$ cat src/rtl/gg3_pkg.sv
// Shared types, register indexes and constants of the 3D grid gradient block.
package gg3_pkg;

    // Default values of the top-level parameters
    localparam int AXIS_POINTS_DEF   = 32;
    localparam int SAMPLE_WIDTH_DEF  = 32;
    localparam int FRACTION_BITS_DEF = 16;

    // Fixed widths of the interface fields
    localparam int COORD_W   = 5;
    localparam int SIZE_W    = 6;
    localparam int STEP_W    = 32;
    localparam int VALUE_W   = 32;
    localparam int REG_IDX_W = 3;

    // Divider widths: magnitude and divisor are 33 bits, quotient is 32 bits
    localparam int MAG_W = 33;
    localparam int QUO_W = 32;
    localparam int CNT_W = 5;

    // Request codes
    localparam logic FUNC_WRITE = 1'b0;
    localparam logic FUNC_QUERY = 1'b1;

    // Configuration register indexes
    localparam logic [REG_IDX_W-1:0] REG_SIZE_I = 3'd0;
    localparam logic [REG_IDX_W-1:0] REG_SIZE_J = 3'd1;
    localparam logic [REG_IDX_W-1:0] REG_SIZE_K = 3'd2;
    localparam logic [REG_IDX_W-1:0] REG_STEP_I = 3'd3;
    localparam logic [REG_IDX_W-1:0] REG_STEP_J = 3'd4;
    localparam logic [REG_IDX_W-1:0] REG_STEP_K = 3'd5;

    // Register reset values
    localparam logic [SIZE_W-1:0] SIZE_RESET = 6'd32;
    localparam logic [STEP_W-1:0] STEP_RESET = 32'h0001_0000;

    // Saturation limits of a gradient
    localparam logic [VALUE_W-1:0] OUT_MAX = 32'h7FFF_FFFF;
    localparam logic [VALUE_W-1:0] OUT_MIN = 32'h8000_0000;

    typedef struct packed {
        logic                      func;
        logic [COORD_W-1:0]        pos_i;
        logic [COORD_W-1:0]        pos_j;
        logic [COORD_W-1:0]        pos_k;
        logic signed [VALUE_W-1:0] sample_value;
    } gg3_req_t;

    typedef struct packed {
        logic signed [VALUE_W-1:0] grad_i;
        logic signed [VALUE_W-1:0] grad_j;
        logic signed [VALUE_W-1:0] grad_k;
        logic                      error;
    } gg3_result_t;

    typedef struct packed {
        logic             start;
        logic             neg;
        logic [MAG_W-1:0] mag;
        logic [MAG_W-1:0] divisor;
    } gg3_div_req_t;

    typedef struct packed {
        logic               done;
        logic [QUO_W-1:0]   quotient;
    } gg3_div_resp_t;

endpackage

$ cat src/rtl/gg3_div.sv
// Saturating fixed-point divider: one restoring step per cycle.
module gg3_div
    import gg3_pkg::*;
#(
    parameter int FRACTION_BITS = FRACTION_BITS_DEF
)
(
    input  logic          clk,
    input  logic          rst_n,
    input  gg3_div_req_t  req,
    output gg3_div_resp_t resp
);

    localparam int NUM_W  = MAG_W + FRACTION_BITS;
    localparam int HEAD_W = NUM_W - QUO_W;
    localparam int CMP_W  = ((HEAD_W > MAG_W) ? HEAD_W : MAG_W) + 1;

    logic [NUM_W-1:0]  num_full;
    logic [HEAD_W-1:0] head;
    logic              overflow;

    logic              run_reg;
    logic [CNT_W-1:0]  cnt_reg;
    logic [MAG_W-1:0]  rem_reg;
    logic [QUO_W-1:0]  num_reg;
    logic [QUO_W-1:0]  quo_reg;
    logic [MAG_W-1:0]  dvs_reg;
    logic              neg_reg;
    logic              done_reg;
    logic [QUO_W-1:0]  res_reg;

    logic [MAG_W:0]    rem_shift;
    logic [MAG_W:0]    rem_sub;
    logic              fits;
    logic [MAG_W-1:0]  rem_next;
    logic [QUO_W-1:0]  quo_next;

    function automatic logic [QUO_W-1:0] saturate(input logic [QUO_W-1:0] q,
                                                  input logic neg);
        logic [QUO_W-1:0] r;
        if (neg)
        begin
            r = (q > OUT_MIN) ? OUT_MIN : (~q + 1'b1);
        end
        else
        begin
            r = q[QUO_W-1] ? OUT_MAX : q;
        end
        return r;
    endfunction

    // Numerator is mag * 2^F; its bits above the quotient width give the overflow test
    assign num_full = NUM_W'(req.mag) << FRACTION_BITS;
    assign head     = num_full[NUM_W-1:QUO_W];
    assign overflow = CMP_W'(head) >= CMP_W'(req.divisor);

    assign rem_shift = {rem_reg, num_reg[QUO_W-1]};
    assign rem_sub   = rem_shift - {1'b0, dvs_reg};
    assign fits      = rem_shift >= {1'b0, dvs_reg};
    assign rem_next  = fits ? rem_sub[MAG_W-1:0] : rem_shift[MAG_W-1:0];
    assign quo_next  = {quo_reg[QUO_W-2:0], fits};

    always_ff @(posedge clk or negedge rst_n)
    begin
        if (!rst_n)
        begin
            run_reg  <= 1'b0;
            cnt_reg  <= '0;
            rem_reg  <= '0;
            num_reg  <= '0;
            quo_reg  <= '0;
            dvs_reg  <= '0;
            neg_reg  <= 1'b0;
            done_reg <= 1'b0;
            res_reg  <= '0;
        end
        else
        begin
            done_reg <= 1'b0;
            if (req.start)
            begin
                neg_reg <= req.neg;
                dvs_reg <= req.divisor;
                if (req.mag == '0)
                begin
                    done_reg <= 1'b1;
                    res_reg  <= '0;
                end
                else if (overflow)
                begin
                    // covers a zero divisor as well
                    done_reg <= 1'b1;
                    res_reg  <= req.neg ? OUT_MIN : OUT_MAX;
                end
                else
                begin
                    run_reg <= 1'b1;
                    cnt_reg <= '0;
                    rem_reg <= MAG_W'(head);
                    num_reg <= num_full[QUO_W-1:0];
                    quo_reg <= '0;
                end
            end
            else if (run_reg)
            begin
                rem_reg <= rem_next;
                num_reg <= {num_reg[QUO_W-2:0], 1'b0};
                quo_reg <= quo_next;
                cnt_reg <= cnt_reg + 1'b1;
                if (cnt_reg == CNT_W'(QUO_W - 1))
                begin
                    run_reg  <= 1'b0;
                    done_reg <= 1'b1;
                    res_reg  <= saturate(quo_next, neg_reg);
                end
            end
        end
    end

    assign resp.done     = done_reg;
    assign resp.quotient = res_reg;

endmodule

$ cat config.mk
export PLATFORM = sky130hd
export DESIGN_NAME = gg3_div
export DESIGN_NICKNAME = d
export VERILOG_FILES = /design/src/rtl/gg3_pkg.sv /design/src/rtl/gg3_div.sv
export SDC_FILE = /design/constraint.sdc
export NUM_CORES = 1
export LEC_CHECK = 0
export BUFFER_PORTS_ARGS = -buffer_cell sky130_fd_sc_hd__buf_4
export CELL_PAD_IN_SITES_DETAIL_PLACEMENT = 1
export CELL_PAD_IN_SITES_GLOBAL_PLACEMENT = 1
export CORE_ASPECT_RATIO = 1.75
export CORE_MARGIN = 5
export CORE_UTILIZATION = 40
export DETAILED_ROUTE_END_ITERATION = 10
export PLACE_DENSITY = 0.73
export SYNTH_ARGS = -nofsm -noshare
export SYNTH_HDL_FRONTEND = slang
export SYNTH_SLANG_ARGS = --single-unit
$ cat constraint.sdc
create_clock -name clk -period 4.2 [get_ports clk]
set_clock_uncertainty 0.1 [all_clocks]
set_input_delay 0.21 -clock clk [delete_from_list [all_inputs] [get_ports clk]]
set_output_delay 0.21 -clock clk [all_outputs]
set_load 0.02 [all_outputs]
==> results_dict.tcl, run 1 <==
set metrics [dict create \
    status "finished clean" \
    io_buffer_count 102 \
    maxCapViolations 0 \
    numCtsBuffers 17 \
    nFillCells 2804 \
    dieArea_mm2 0.02726 \
    fin_area_mm2 0.01219 \
    min_path_cells 3 \
    drt.antenna.violating_nets 0 \
    drv_slew 0 \
    drive_above_1_share_pct 15.33 \
    slew_headroom_pct 41.81 \
    n_antenna_cell 0 \
    use_met3_pct 3.304 \
    async_flop_share_pct 100.0 \
    fin_util_pct 51.14 \
    p_leak_nw 5.532 \
    hp-class "in2reg" \
    hpwlAfterDp_um 23680 \
    final_cell_mix "nand2_1 (182), dfrtp_1 (153), buf_4 (137), o21ai_0 (88), a21oi_1 (72)" \
    worstPathArrival_ns 4.26 \
    wl_per_cell_um 21.29 \
    synth_warnings 0 \
    core_mm2 0.02384 \
    drt-pass1-iter-count 4 \
    grt_antenna_before_repair 0 \
    critical-path-slowest-cell "dfrtp_1" \
    grt_pass1_vias 10130 \
    cp_cell_sequence "inv_1 -> ha_2 -> fa_2 -> nor2b_1 -> o31a_1 -> o41ai_4 -> o2111ai_2 -> a211oi_2 -> o21ai_2 -> inv_2 -> ha_4 -> nand2b_4 -> nor4_4 -> nand2_4 -> o21a_4 -> a21o_1 -> nand2_4 -> o21ai_1 -> a311oi_1" \
    synth_ff_type "dfrtp_1" \
    vias_per_cell 5.795 \
    syn_area_per_cell_um2 8.467 \
    num_vias 9306 \
    cts_tree "yes" \
    ys_ff_latch 153 \
    placed_cell_area_mm2 0.01072 \
    drt_iter0_drc 388 \
    synthCells 1131 \
    rsz0062_at_grt "false" \
    cp-end-kind "flop" \
    use_met1_pct 26.13 \
    finalCritPeriodShare_pct 95.45 \
    grt_usage_pct 25.41 \
    cp_slowest_stage_delay_ns 0.40 \
    tightest_slew_ns 0.8729 \
    drc 0 \
    setup_tns_ns 0 \
    nets 1409 \
    syn-num-nets 1255 \
    die_w_um 127.0 \
    die_h_um 214.7 \
    grt_max_degree 87 \
    ir_worst_vdd_v 0.0003259 \
    synth_edf_count 0 \
    finalHoldViolCount 0 \
    clock_path_buffers 2 \
    htreeDepth 4 \
    wl_um 34190 \
    syn_to_final_growth_pct 27.28 \
    ioPinCount 103 \
    cp-start-kind "flop" \
    reg2regPathDepth 19 \
    hold_slack_ns 0.06047 \
    worstPathRequired_ns 4.45 \
    place.gp.congestion 0.9015 \
    cp_max_fo 12 \
    path_common_cell "nand2_4" \
    grt_overflow 0 \
    synth-seq-area-share_pct 39.98 \
    clk_pin_slew_ns 0.07 \
    finalSetupViolCount 0 \
    rows 75 \
    start_util_pct 40.18 \
    syn_area_mm2 0.009577 \
    fmax_mhz 249.5 \
    min_period_ns 4.009 \
    worstSetupPathType "reg2reg" \
    synth_cell_types 75 \
    cts-root-buf "clkbuf_16" \
    grt_pass1_wl_um 54740 \
    layout_commonest_cell "nand2_1" \
    clock-sinks 153 \
    cellPowerDensity_mw_per_mm2 578.6 \
    insertion_delay_ns 0.46 \
    grt_use_met2_pct 48.59 \
    top_usage_layer "met2" \
]
==> stage by stage <==
stage / std cells / setup slack, ns / power (mW)
after floorplan: 1131 / 0.02955 / 4.109
after global placement: 1500 / 0.1015 / 4.941
after detailed placement: 1500 / -0.03171 / 5.005
after CTS: 1601 / 0.001265 / 6.933
after global routing: 1606 / 0.008337 / 7.488
final: 1606 / 0.1912 / 7.053
==> critical path: cells and delay by family (launching register included) <==
family	cells	cell delay, ns
fa+ha+maj	3	0.55
compound gates	9	2.00
flops	1	0.40
buf+inv	2	0.15
simple gates	5	0.69
==> power by group <==
part           internal (mW)  total, mW  switching (mW)
Combinational           1.38       3.37            1.98
Clock                   1.15       1.81           0.661
Sequential              1.68       1.87           0.197
==> layer usage <==
metal	part of all wire [%]	wire, µm	up-vias
met3	2.5	846	70
met4	4.6	1573	0
met1	37	12490	4678
li1	-	-	4376
met5	0	0	-
met2	56	19270	182
==> layout make-up <==
cell class,instances,area (µm²),share of cell area (%)
Multi-Input combinational cell,846,5315,43.60
Sequential cell,153,3829,31.41
Timing Repair Buffer,208,1760,14.44
Clock buffer,22,464.2,3.808
Tap cell,308,385.4,3.162
Inverter,59,221.5,1.817
Clock inverter,10,214.0,1.755
==> logic make-up after synthesis <==
kind of cell / Yosys count / synth area share (%)
flops: 153 / 39.98
compound gates: 373 / 24.97
mux: 4 / 0.4312
fa+ha+maj: 54 / 7.134
buf+inv: 132 / 5.526
xor+xnor: 37 / 3.384
simple gates: 378 / 18.58
==> path summary, 6_finish.rpt <==
| path | slack, ns | to | startpoint |
|---|---|---|---|
| max in group asynchronous | 2.66 | res_reg[6] | rst_n |
| setup / recovery | 0.19 | res_reg[17] | num_reg[31] |
| setup reg to reg | 0.19 | res_reg[17] | num_reg[31] |
| hold reg to reg | 0.38 | num_reg[24] | num_reg[24] |
| min in group asynchronous | 0.28 | dvs_reg[6] | rst_n |
| hold / removal | 0.06 | neg_reg | req[67] |
==> synthesized netlist by cell type, drive strengths merged (19+ instances only) <==
library cell    n  area, µm²
a21oi          72      360.4
a22oi          28      210.2
a31oi          19      118.9
clkbuf         58      217.7
dfrtp         153       3829
ha             53      663.1
inv            59      221.5
nand2         184      700.7
nand4          19      118.9
nor2           73      274.0
nor4           20      140.1
o21ai         127      643.1
xnor2          21      183.9
==> what timing repair did <==
action	CTS	global route
buffers inserted	1	5
endpoints found under the hold margin	151	0
hold buffers	68	0
endpoints found under the setup margin	2	24
pin swaps	0	10
resized for setup	1	11
Note: power is estimated with default switching activity, not from simulation.
==> run 2, diff against run 1 <==
==> config.mk (replaced) <==
export PLATFORM = sky130hd
export DESIGN_NAME = gg3_div
export DESIGN_NICKNAME = d
export VERILOG_FILES = /design/src/rtl/gg3_pkg.sv /design/src/rtl/gg3_div.sv
export SDC_FILE = /design/constraint.sdc
export NUM_CORES = 1
export LEC_CHECK = 0
export BUFFER_PORTS_ARGS = -buffer_cell sky130_fd_sc_hd__buf_4
export CORE_ASPECT_RATIO = 1.75
export CORE_MARGIN = 5
export CORE_UTILIZATION = 50
export DETAILED_ROUTE_END_ITERATION = 10
export PLACE_DENSITY = 0.69
export SYNTH_ARGS = -nofsm -noshare
export SYNTH_HDL_FRONTEND = slang
export SYNTH_SLANG_ARGS = --single-unit
==> constraint.sdc (replaced) <==
create_clock -name clk -period 4.2 [get_ports clk]
set_clock_uncertainty 0.1 [all_clocks]
set_input_delay 0.84 -clock clk [delete_from_list [all_inputs] [get_ports clk]]
set_output_delay 0.84 -clock clk [all_outputs]
set_load 0.02 [all_outputs]
==> run 2 against run 1 <==
  * Cell count is 8.6% lower
  * Highest routed layer unchanged
  * Clock power is 3% lower
  * Critical endpoint is now res_reg[20]
  * Die area is 19% lower
  * Count of clock-buffer cells in the layout is 3 lower
  * Largest cell class unchanged
==> results_dict.tcl, run 2 (synthesized netlist as in run 1, its figures left out) <==
set metrics [dict create \
    placed_cells 1434 \
    ir_worst_vdd_v 0.0004322 \
    maxCapViolations 0 \
    grt_antenna_before_repair 0 \
    ioPinCount 103 \
    min_period_ns 3.965 \
    grt_max_degree 89 \
    top_usage_layer "met2" \
    drv_slew 0 \
    status "finished clean" \
    cts_hold_buf 0 \
    fmax_mhz 252.2 \
    finalHoldViolCount 0 \
    grt_pass1_vias 8863 \
    grt_pass1_wl_um 45600 \
    worstPathRequired_ns 4.47 \
    nFillCells 1728 \
    core_mm2 0.01903 \
    clock-sinks 153 \
    final_cell_mix "nand2_1 (182), dfrtp_1 (153), buf_4 (134), o21ai_0 (88), a21oi_1 (72)" \
    vias_per_cell 6.070 \
    clk_pin_slew_ns 0.06 \
    tightest_slew_ns 0.8245 \
    drt_iter0_drc 612 \
    worstSetupPathType "reg2reg" \
    wl_um 28350 \
    drive_above_1_share_pct 16.22 \
    cp_max_fo 5 \
    num_vias 8911 \
    hold_slack_ns 0.3778 \
    drt.antenna.violating_nets 0 \
    grt_use_met2_pct 47.89 \
    layout_commonest_cell "nand2_1" \
    hp-class "in2async" \
    wl_per_cell_um 19.31 \
    use_met3_pct 3.279 \
    power_mw 6.777 \
    insertion_delay_ns 0.43 \
    finalSetupViolCount 0 \
    setup_tns_ns 0 \
    cp-start-kind "flop" \
    grt_overflow 0 \
    slew_headroom_pct 45.04 \
    place.gp.congestion 0.9311 \
    die_h_um 193.1 \
    reg2regPathDepth 18 \
    grt_usage_pct 26.21 \
    drt-pass1-iter-count 5 \
    start_util_pct 50.33 \
    cp-end-kind "flop" \
    hpwlAfterDp_um 20940 \
    die_w_um 114.6 \
    syn_to_final_growth_pct 18.89 \
    nets 1339 \
    instances_no_fill 1468 \
    io_buffer_count 102 \
    dieArea_mm2 0.02213 \
    use_met1_pct 28.83 \
    drc 0 \
    numCtsBuffers 17 \
    rows 67 \
    cts-root-buf "clkbuf_16" \
    clock_path_buffers 2 \
    htreeDepth 4 \
    worstPathArrival_ns 4.24 \
    cts_tree "yes" \
    n_antenna_cell 0 \
    p_leak_nw 5.229 \
    finalCritPeriodShare_pct 94.41 \
    cellPowerDensity_mw_per_mm2 595.2 \
]
run 2: cell types whose count changed in the layout (fill, tap and decap cells not counted), sizes merged:
cell / previous run / this run
bufinv: 6 / 5
dlygate4sd3: 68 / 0
clkinv: 2 / 3
clkbuf: 22 / 19
inv: 60 / 62
buf: 140 / 138
run 2: path summary, 6_finish.rpt:
kind | startpoint | end | slack [ns]
worst max-delay path | rem_reg[1] | res_reg[20] | 0.23
worst min register to register | num_reg[29] | num_reg[29] | 0.38
max in group asynchronous | rst_n | res_reg[13] | 2.78
min in group clk | num_reg[29] | num_reg[29] | 0.38
worst min-delay path | rst_n | quo_reg[19] | 0.38
worst max register to register | rem_reg[1] | res_reg[20] | 0.23
run 2: critical path, stage by stage, from the launching register on:
cell and delay, ns:
dfrtp_1 0.40, ha_1 0.36, nor2b_1 0.16, o31a_1 0.29
o41ai_4 0.27, o2111ai_2 0.19, a211oi_2 0.28, o21ai_2 0.11
inv_2 0.07, ha_2 0.21, nand2b_4 0.08, nor3_2 0.18
nand2b_1 0.09, or3_4 0.40, nor3_4 0.20, a21oi_1 0.09
nand2b_1 0.16, a31oi_1 0.16, o22a_1 0.13
run 2: routing by layer:
layer	vias up	part of all wire [%]
met5	-	0
met4	0	5.2
met3	93	5.0
met2	334	53
met1	4238	36
li1	4246	-
run 2: area by class of cell:
| type | count | area [µm²] | share of cell area, % |
|---|---|---|---|
| Sequential cell | 153 | 3829 | 33.63 |
| Clock buffer | 19 | 452.9 | 3.978 |
| Clock inverter | 12 | 210.2 | 1.846 |
| Inverter | 59 | 221.5 | 1.945 |
| Tap cell | 241 | 301.5 | 2.648 |
| Multi-Input combinational cell | 846 | 5294 | 46.49 |
| Timing Repair Buffer | 138 | 1077 | 9.462 |
run 2: where the power goes:
group	internal (mW)	leakage [nW]	switching, mW
combinational	1.30	2.93	1.87
sequential	1.68	1.97	0.186
clock	1.09	0.321	0.657
total	4.07	5.23	2.71
run 2: per-stage QoR:
stage	utilization, %	instance area, µm²	setup WS (ns)
2_1_floorplan	-	9577	0.02955
3_3_place_gp	55.98	10650	0.2154
3_5_place_dp	55.98	10650	0.09806
4_1_cts	59.46	11320	0.07795
5_1_grt	59.83	11390	-0.01185
6_report	59.83	11390	0.2346
run 2: timing repair:
item	in CTS	in global routing
setup endpoints to repair	0	21
gates resized for setup	0	10
setup buffers	0	3
